===== src/rtl/core/segregated_best_fit_allocator_top_defines.svh =====
// Assertion macros shared by the allocator RTL.
`ifndef SEGREGATED_BEST_FIT_ALLOCATOR_TOP_DEFINES_SVH
`define SEGREGATED_BEST_FIT_ALLOCATOR_TOP_DEFINES_SVH

// Same-cycle implication, sampled on clk and disabled in reset.
`define SBA_ASSERT_NOW(label, ante, cons, msg) \
  label: assert property (@(posedge clk) disable iff (rst) (ante) |-> (cons)) \
    else $error(msg);

// Next-cycle implication, sampled on clk and disabled in reset.
`define SBA_ASSERT_NEXT(label, ante, cons, msg) \
  label: assert property (@(posedge clk) disable iff (rst) (ante) |=> (cons)) \
    else $error(msg);

`endif


===== src/rtl/core/sba_pkg.sv =====
// Shared constants, types and helpers for the allocator.
`timescale 1ns / 1ps
package sba_pkg;
  localparam int FREE_SLOTS   = 64;
  localparam int USED_SLOTS   = 64;
  localparam int PAGE_COUNT   = 64;
  localparam int PAGE_BYTES   = 4096;
  localparam int BIN_COUNT    = 4;
  localparam int HEADER_BYTES = 16;
  localparam int BIN_SPAN     = 1000;
  localparam int PAGE_PAYLOAD = PAGE_BYTES - HEADER_BYTES;

  localparam int ADDR_W  = 18;
  localparam int SIZE_W  = 12;
  localparam int STAMP_W = 32;
  localparam int FIDX_W  = $clog2(FREE_SLOTS);
  localparam int UIDX_W  = $clog2(USED_SLOTS);
  localparam int PAGE_W  = $clog2(PAGE_COUNT + 1);
  localparam int BIN_W   = (BIN_COUNT > 1) ? $clog2(BIN_COUNT) : 1;
  localparam int SCAN_LEN = (FREE_SLOTS > USED_SLOTS) ? FREE_SLOTS : USED_SLOTS;
  localparam int SCAN_W  = $clog2(SCAN_LEN + 1);

  localparam logic OP_ALLOC = 1'b0;
  localparam logic OP_FREE  = 1'b1;

  localparam logic [1:0] ST_OK      = 2'd0;
  localparam logic [1:0] ST_FULL    = 2'd1;
  localparam logic [1:0] ST_UNKNOWN = 2'd2;

  typedef struct packed {
    logic load;
    logic scan;
    logic finish;
  } cmd_t;

  typedef struct packed {
    logic scan_done;
    logic out_free;
  } stat_t;

  typedef enum logic [2:0] {
    S_IDLE   = 3'b001,
    S_SCAN   = 3'b010,
    S_FINISH = 3'b100
  } state_t;

  // Size class of a byte count; size zero wraps into the top class.
  function automatic logic [BIN_W-1:0] bin_of(input logic [SIZE_W-1:0] s);
    logic [SIZE_W-1:0] t;
    logic [BIN_W-1:0]  b;
    t = s - SIZE_W'(1);
    b = '0;
    for (int k = 1; k < BIN_COUNT; k++) begin
      if (t >= SIZE_W'(k * BIN_SPAN)) begin
        b = BIN_W'(k);
      end
    end
    return b;
  endfunction
endpackage


===== src/rtl/core/sba_ctrl.sv =====
// Sequencer that steps each request through load, table scan and finish.
`timescale 1ns / 1ps
module sba_ctrl (
  input  logic           clk,
  input  logic           rst,
  input  logic           in_valid,
  output logic           in_ready,
  input  sba_pkg::stat_t stat,
  output sba_pkg::cmd_t  cmd
);
  sba_pkg::state_t state, state_next;

  always_ff @(posedge clk) begin
    if (rst) begin
      state <= sba_pkg::S_IDLE;
    end else begin
      state <= state_next;
    end
  end

  always_comb begin
    state_next = state;
    cmd = '0;
    in_ready = 1'b0;
    unique case (state)
      sba_pkg::S_IDLE: begin
        in_ready = 1'b1;
        if (in_valid) begin
          cmd.load = 1'b1;
          state_next = sba_pkg::S_SCAN;
        end
      end
      sba_pkg::S_SCAN: begin
        cmd.scan = 1'b1;
        if (stat.scan_done) begin
          state_next = sba_pkg::S_FINISH;
        end
      end
      sba_pkg::S_FINISH: begin
        if (stat.out_free) begin
          cmd.finish = 1'b1;
          state_next = sba_pkg::S_IDLE;
        end
      end
      default: state_next = sba_pkg::S_IDLE;
    endcase
  end
endmodule


===== config.mk =====
export PLATFORM = sky130hd
export DESIGN_NAME = sba_ctrl
export DESIGN_NICKNAME = d
export VERILOG_FILES = /design/src/rtl/core/segregated_best_fit_allocator_top_defines.svh /design/src/rtl/core/sba_pkg.sv /design/src/rtl/core/sba_ctrl.sv
export SDC_FILE = /design/constraint.sdc
export NUM_CORES = 1
export LEC_CHECK = 0
export BUFFER_PORTS_ARGS = -buffer_cell sky130_fd_sc_hd__buf_4
export CORE_AREA = 10 10 47 49
export CTS_CLUSTER_DIAMETER = 30
export DETAILED_ROUTE_END_ITERATION = 12
export DIE_AREA = 0 0 57 59
export SLEW_MARGIN = 15
export SYNTH_ARGS = -nofsm -noshare
export SYNTH_HDL_FRONTEND = slang
export SYNTH_SLANG_ARGS = --single-unit

===== constraint.sdc =====
create_clock -name clk -period 1.2 [get_ports clk]
set_input_delay 0.12 -clock clk [delete_from_list [all_inputs] [get_ports clk]]
set_output_delay 0.12 -clock clk [all_outputs]
set_load 0.01 [all_outputs]

==> results of run 1 <==
==> report_power, final <==
part	leakage, nW	internal (mW)	switching [mW]
clock	0.0150	0.125	0.0518
combinational	0.0688	0.0314	0.0191
sequential	0.0252	0.107	0.0103
total	0.109	0.263	0.0813
==> through the flow <==
step | total power, mW | hold WS [ns] | area, µm² | setup WS (ns) | utilization, %
6_report | 0.3440 | 0.06408 | 292.8 | 0.06446 | 20.89
5_1_grt | 0.3696 | 0.06292 | 292.8 | 0.002607 | 20.89
4_1_cts | 0.3532 | 0.05954 | 292.8 | 0.04921 | 20.89
3_5_place_dp | 0.1684 | 0.3108 | 257.7 | 0.08802 | 18.39
3_3_place_gp | 0.1677 | 0.3085 | 257.7 | 0.1028 | 18.39
2_1_floorplan | 0.1374 | 0.1846 | 177.7 | 0.1531 | -
==> cells by family after synthesis <==
group | Yosys count | share of synthesized area (%)
AOI/OAI and AO/OA | 3 | 18.31
buffers and inverters | 1 | 2.111
DFF | 3 | 33.80
and+or+nand+nor | 9 | 45.77
==> synth_stat cells (all sizes together) <==
cell,count
nor3b,2
a211oi,2
o31ai,1
nand3b,2
or3b,2
inv,1
dfxtp,3
nor4b,1
and4bb,2
==> layer usage <==
layer  global-route usage (%)  up-vias  wire [µm]
met2                    4.806        6        260
met5                        0        -          0
li1                         -       90          -
met4                    7.047        0         28
met1                    3.294       90        184
met3                    1.931        2         37
==> worst register-to-register path, stage by stage (launching register included) <==
cell and delay (ns):
sky130_fd_sc_hd__dfxtp_2 0.39, sky130_fd_sc_hd__or3b_1 0.37, sky130_fd_sc_hd__a211oi_2 0.21
==> how the worst min path moves through the flow <==
stage               startpoint       end  cells past startpoint
floorplan                  rst  state[1]                      1
global placement           rst  state[1]                      2
detailed placement         rst  state[1]                      2
CTS                        rst  state[2]                      2
global route               rst  state[1]                      2
finish                     rst  state[2]                      2
==> area by class of cell <==
class	instances	area (µm²)
Sequential cell	3	63.81
Fill cell	160	1109
Clock buffer	4	26.28
Timing Repair Buffer	8	60.06
Inverter	1	3.754
Multi-Input combinational cell	12	118.9
Tap cell	16	20.02
==> what timing repair did <==
action | CTS | global route
setup endpoints to repair | 4 | 0
buffers inserted | 0 | 0
gates resized for setup | 4 | 0
==> flow_results.xml, run 1 <==
<?xml version="1.0" encoding="UTF-8"?>
<metrics>
  <group name="status">
    <metric name="status" unit="">complete, no violations</metric>
  </group>
  <group name="synth">
    <metric name="yosys_warn_count" unit="">0</metric>
    <metric name="synth-seq-area-share" unit="%">33.80</metric>
    <metric name="post_synth_top_area_share" unit="%">33.80</metric>
    <metric name="synthDominantAreaCellType" unit="">sky130_fd_sc_hd__dfxtp_1</metric>
    <metric name="mappedNetlistArea" unit="µm²">177.7</metric>
    <metric name="count_of_state_elements_after_synthesis" unit="">3</metric>
    <metric name="distinct_cells_synth" unit="">9</metric>
    <metric name="number_of_instances_in_the_synthesized_netlist" unit="">16</metric>
    <metric name="syn-mean-instance-area" unit="µm²">11.10</metric>
    <metric name="synth_top_cells_by_area" unit="">sky130_fd_sc_hd__dfxtp_1, sky130_fd_sc_hd__a211oi_2, sky130_fd_sc_hd__and4bb_2, sky130_fd_sc_hd__or3b_1, sky130_fd_sc_hd__nand3b_1</metric>
    <metric name="mappedNetlistNets" unit="">21</metric>
  </group>
  <group name="global_routing">
    <metric name="globalRoute.totalOverflow" unit="">0</metric>
    <metric name="grt_pass1_wl" unit="µm">910</metric>
    <metric name="antenna_violations_before_repair" unit="">0</metric>
    <metric name="first_global_vias" unit="">207</metric>
    <metric name="grt_start_max_net_pins" unit="">10</metric>
    <metric name="track_usage" unit="%">3.833</metric>
  </group>
  <group name="drt">
    <metric name="avgRoutedWirePerCell" unit="µm">11.59</metric>
    <metric name="drt_iter0_drc" unit="">0</metric>
    <metric name="drtAntennaViolNets" unit="">0</metric>
    <metric name="drt-vias-per-instance" unit="">4.273</metric>
    <metric name="drt-pass1-iter-count" unit="">1</metric>
    <metric name="drc_errors" unit="">0</metric>
    <metric name="totalWireLength" unit="µm">510</metric>
    <metric name="vias" unit="">188</metric>
  </group>
  <group name="worst_setup_path">
    <metric name="cp_slowest_stage_delay" unit="ns">0.39</metric>
    <metric name="timing_worst_setup_path_type" unit="">reg2out</metric>
    <metric name="crit_end" unit="">cmd[2]</metric>
    <metric name="crit_slowest_cell" unit="">sky130_fd_sc_hd__dfxtp_2</metric>
    <metric name="critical_path_peak_fanout" unit="">8</metric>
    <metric name="startpoint_type" unit="">flop</metric>
    <metric name="critPathCaptureType" unit="">output pin</metric>
    <metric name="crit_chain" unit="">and4bb_2, buf_4</metric>
    <metric name="number_of_stages_on_the_worst_setup_path" unit="">2</metric>
    <metric name="path_delay_family" unit="">flip-flops</metric>
    <metric name="worst_r2r_path_depth" unit="">2</metric>
    <metric name="rr_startpoint" unit="">state[2]</metric>
    <metric name="worstSetupStartpoint" unit="">state[2]</metric>
    <metric name="cp.arrival" unit="ns">1.02</metric>
    <metric name="reg2reg_setup_slack" unit="ns">0.16</metric>
    <metric name="crit-reg2reg-capture" unit="">state[2]</metric>
    <metric name="cp_num_buf_inv" unit="">1</metric>
    <metric name="worst_ep_required_time" unit="ns">1.08</metric>
  </group>
  <group name="sta">
    <metric name="number_of_failing_setup_endpoints_in_the_final_timing_report" unit="">0</metric>
    <metric name="fin_hold_viols" unit="">0</metric>
    <metric name="finalCriticalPeriod" unit="ns">1.136</metric>
    <metric name="maxSlewViolCount" unit="">0</metric>
    <metric name="finalCritPeriodShare" unit="%">94.63</metric>
    <metric name="fmax" unit="MHz">880.6</metric>
    <metric name="clock-skew-final" unit="ns">0.004365</metric>
    <metric name="setup_repair_after_global_routing_missed_its_margin" unit="">false</metric>
    <metric name="max_slew_margin_vs_limit" unit="%">82.18</metric>
    <metric name="worst-slew-pin-transition" unit="ns">0.2636</metric>
    <metric name="setup-tns-final" unit="ns">0</metric>
  </group>
  <group name="finish">
    <metric name="largest_register_ffs" unit="">3</metric>
    <metric name="area_growth" unit="%">64.79</metric>
    <metric name="layout.cells.most_common" unit="">sky130_fd_sc_hd__buf_4</metric>
    <metric name="drive_gt1_share" unit="%">67.86</metric>
    <metric name="largest_registers" unit="">state x3</metric>
    <metric name="max_flop_register" unit="">state</metric>
    <metric name="antenna-diode-count" unit="">0</metric>
    <metric name="final_nets" unit="">34</metric>
    <metric name="mostFrequentLayoutCells" unit="">sky130_fd_sc_hd__buf_4, sky130_fd_sc_hd__clkbuf_4, sky130_fd_sc_hd__dfxtp_2</metric>
    <metric name="post_layout_nonfiller_instances" unit="">44</metric>
  </group>
  <group name="pwr">
    <metric name="worst_ir_drop_on_vdd" unit="mV">0.2902</metric>
    <metric name="leakage" unit="nW">0.1089</metric>
    <metric name="cell_area_power_density" unit="mW/mm²">1175</metric>
  </group>
  <group name="clock_tree">
    <metric name="clkLatencyLatePin" unit="ns">0.23</metric>
    <metric name="numCtsBuffers" unit="">3</metric>
    <metric name="clkTransAtPathRegs" unit="ns">0.04</metric>
    <metric name="cts_hold_repair.buffers" unit="">0</metric>
    <metric name="maximum_buffer_depth_of_the_clock_tree" unit="">2</metric>
    <metric name="tritoncts_clock_tree" unit="">done</metric>
    <metric name="cts-root-buf" unit="">sky130_fd_sc_hd__clkbuf_4</metric>
    <metric name="cts.sinks" unit="">3</metric>
    <metric name="ctsHtreeMaxLevel" unit="">1</metric>
  </group>
  <group name="placed_design">
    <metric name="numPlacedInstances" unit="">40</metric>
    <metric name="port_buffers" unit="">8</metric>
    <metric name="gpl.final_weighted_congestion" unit="">0.6868</metric>
  </group>
  <group name="floorplan">
    <metric name="top_level_ports" unit="">9</metric>
    <metric name="horiz_die_dim" unit="µm">57</metric>
    <metric name="placementRows" unit="">14</metric>
    <metric name="die_y" unit="µm">59</metric>
    <metric name="initial_cell_density_of_the_core" unit="%">12.68</metric>
    <metric name="total_die_area" unit="mm²">0.003363</metric>
    <metric name="placeableCoreArea" unit="mm²">0.001401</metric>
  </group>
  <group name="flow_run">
    <metric name="max-cap-violations" unit="">0</metric>
  </group>
  <group name="worst_hold_path">
    <metric name="holdCritPathClass" unit="">in2reg</metric>
  </group>
</metrics>
(Power assumes the default switching activity.)
==> run 2: changes to the inputs <==
- CTS_BUF_LIST: unset -> sky130_fd_sc_hd__clkbuf_8 sky130_fd_sc_hd__clkbuf_16
==> flow_results.xml, run 2 (same netlist as run 1, synthesis figures left out) <==
<?xml version="1.0" encoding="UTF-8"?>
<metrics>
  <group name="pwr">
    <metric name="power.sequential.fraction" unit="%">25.8</metric>
    <metric name="p_comb_share" unit="%">11.2</metric>
    <metric name="leakage" unit="nW">0.1208</metric>
    <metric name="power_report.internal_total" unit="µW">356.4</metric>
    <metric name="worst_ir_drop_on_vdd" unit="mV">0.3479</metric>
    <metric name="clock_power_share" unit="%">63.0</metric>
    <metric name="power.switching_fraction" unit="%">21.68</metric>
    <metric name="net-switching-power" unit="µW">98.65</metric>
    <metric name="cell_area_power_density" unit="mW/mm²">1461</metric>
  </group>
  <group name="floorplan">
    <metric name="placeableCoreArea" unit="mm²">0.001401</metric>
    <metric name="horiz_die_dim" unit="µm">57</metric>
    <metric name="initial_cell_density_of_the_core" unit="%">12.68</metric>
    <metric name="placementRows" unit="">14</metric>
    <metric name="total_die_area" unit="mm²">0.003363</metric>
    <metric name="top_level_ports" unit="">9</metric>
    <metric name="die_y" unit="µm">59</metric>
  </group>
  <group name="global_routing">
    <metric name="grt_start_max_net_pins" unit="">10</metric>
    <metric name="first_global_vias" unit="">208</metric>
    <metric name="grt_pass1_wl" unit="µm">972</metric>
    <metric name="antenna_violations_before_repair" unit="">0</metric>
    <metric name="globalRoute.totalOverflow" unit="">0</metric>
    <metric name="track_usage" unit="%">4.134</metric>
  </group>
  <group name="clock_tree">
    <metric name="post-cts-setup-buffers" unit="">0</metric>
    <metric name="clkLatencyLatePin" unit="ns">0.21</metric>
    <metric name="cts-root-buf" unit="">sky130_fd_sc_hd__clkbuf_8</metric>
    <metric name="numCtsBuffers" unit="">3</metric>
    <metric name="clkTransAtPathRegs" unit="ns">0.03</metric>
    <metric name="maximum_buffer_depth_of_the_clock_tree" unit="">2</metric>
    <metric name="cts_hold_repair.buffers" unit="">0</metric>
    <metric name="tritoncts_clock_tree" unit="">done</metric>
    <metric name="cts.sinks" unit="">3</metric>
    <metric name="ctsHtreeMaxLevel" unit="">1</metric>
  </group>
  <group name="flow_run">
    <metric name="max-cap-violations" unit="">0</metric>
  </group>
  <group name="worst_setup_path">
    <metric name="startpoint_type" unit="">flop</metric>
    <metric name="timing_worst_setup_path_type" unit="">reg2out</metric>
    <metric name="critical_path_peak_fanout" unit="">9</metric>
    <metric name="worst_ep_required_time" unit="ns">1.08</metric>
    <metric name="cp.arrival" unit="ns">1.01</metric>
    <metric name="critPathCaptureType" unit="">output pin</metric>
  </group>
  <group name="drt">
    <metric name="drtAntennaViolNets" unit="">0</metric>
    <metric name="drc_errors" unit="">0</metric>
    <metric name="avgRoutedWirePerCell" unit="µm">12.73</metric>
    <metric name="vias" unit="">183</metric>
    <metric name="drt_iter0_drc" unit="">0</metric>
    <metric name="totalWireLength" unit="µm">560</metric>
    <metric name="drt-vias-per-instance" unit="">4.159</metric>
    <metric name="drt-pass1-iter-count" unit="">1</metric>
  </group>
  <group name="sta">
    <metric name="number_of_failing_setup_endpoints_in_the_final_timing_report" unit="">0</metric>
    <metric name="max_slew_margin_vs_limit" unit="%">82.08</metric>
    <metric name="setup-tns-final" unit="ns">0</metric>
    <metric name="finalCriticalPeriod" unit="ns">1.128</metric>
    <metric name="maxSlewViolCount" unit="">0</metric>
    <metric name="finalCritPeriodShare" unit="%">94.02</metric>
    <metric name="worst-slew-pin-transition" unit="ns">0.2650</metric>
    <metric name="postLayoutSetupSlackWorst" unit="ns">0.07182</metric>
    <metric name="fmax" unit="MHz">886.4</metric>
    <metric name="clock-skew-final" unit="ns">0.002215</metric>
    <metric name="fin_hold_viols" unit="">0</metric>
    <metric name="setup_repair_after_global_routing_missed_its_margin" unit="">false</metric>
  </group>
  <group name="worst_hold_path">
    <metric name="holdCritPathClass" unit="">in2reg</metric>
  </group>
  <group name="finish">
    <metric name="final_nets" unit="">34</metric>
    <metric name="layout.cells.most_common" unit="">sky130_fd_sc_hd__buf_4</metric>
    <metric name="antenna-diode-count" unit="">0</metric>
    <metric name="largest_registers" unit="">state x3</metric>
    <metric name="drive_gt1_share" unit="%">67.86</metric>
    <metric name="max_flop_register" unit="">state</metric>
    <metric name="area_growth" unit="%">75.35</metric>
    <metric name="post_layout_nonfiller_instances" unit="">44</metric>
    <metric name="largest_register_ffs" unit="">3</metric>
    <metric name="mostFrequentLayoutCells" unit="">sky130_fd_sc_hd__buf_4, sky130_fd_sc_hd__clkbuf_8, sky130_fd_sc_hd__dfxtp_2</metric>
  </group>
  <group name="placed_design">
    <metric name="numPlacedInstances" unit="">40</metric>
    <metric name="detailedPlace.worstSlack" unit="ns">0.08802</metric>
    <metric name="port_buffers" unit="">8</metric>
    <metric name="gpl.final_weighted_congestion" unit="">0.6868</metric>
  </group>
  <group name="status">
    <metric name="status" unit="">complete, no violations</metric>
  </group>
</metrics>
run 2: cell types whose count changed in the layout (fill, tap and decap cells not counted):
cell,delta
sky130_fd_sc_hd__clkbuf_8,+3
sky130_fd_sc_hd__clkbuf_4,-3
sky130_fd_sc_hd__clkbuf_1,-1
sky130_fd_sc_hd__inv_1,+1
run 2: worst max-delay path: stages (launching register included):
cell,delay [ns]
sky130_fd_sc_hd__dfxtp_2,0.38
sky130_fd_sc_hd__and4bb_2,0.27
sky130_fd_sc_hd__buf_4,0.14
run 2: per-layer routing:
layer  part of all wire (%)  GRT usage [%]  up-vias
met4                    5.0          7.047        0
met3                    6.6          2.575        2
met1                     36          3.529       85
met2                     52          5.116        6
met5                      0              0        -
li1                       -              -       90
run 2: path summary, 6_finish.rpt:
kind | startpoint | endpoint | slack [ns] | cells after the start
setup reg to reg | state[1] | state[1] | 0.15 | 2
hold / removal | rst | state[2] | 0.08 | 2
hold reg to reg | state[2] | state[1] | 0.48 | 1
setup / recovery | state[1] | cmd[2] | 0.07 | 2
run 2: final cells by class:
type                       count  area (µm²)
inverter                       1       3.754
fill                         161        1090
timing repair buffer           8       60.06
multi-input combinational     12       118.9
tap                           16       20.02
sequential                     3       63.81
clock inverter                 1       3.754
clock buffer                   3       41.29
run 2: repair_timing:
action	4_1_cts	5_1_grt
resized for setup	3	1
pin swaps	0	0
setup endpoints to repair	2	3
hold endpoints to repair	0	0
run 2: stage by stage:
stage | hold WS (ns) | instance area [µm²] | total power, mW | util, %
4_1_cts | 0.08026 | 310.3 | 0.4588 | 22.14
6_report | 0.08015 | 311.5 | 0.4550 | 22.23
5_1_grt | 0.08249 | 311.5 | 0.4891 | 22.23
2_1_floorplan | 0.1846 | 177.7 | 0.1374 | -
3_5_place_dp | 0.3108 | 257.7 | 0.1684 | 18.39
3_3_place_gp | 0.3085 | 257.7 | 0.1677 | 18.39
run 2: power by group through the flow:
stage | logic (mW) | registers, mW | clock network, mW
5_1_grt | 0.0568 | 0.120 | 0.313
2_1_floorplan | 0.0234 | 0.114 | 0
4_1_cts | 0.0521 | 0.117 | 0.290
6_report | 0.0508 | 0.117 | 0.287
3_5_place_dp | 0.0510 | 0.117 | 0
3_3_place_gp | 0.0506 | 0.117 | 0
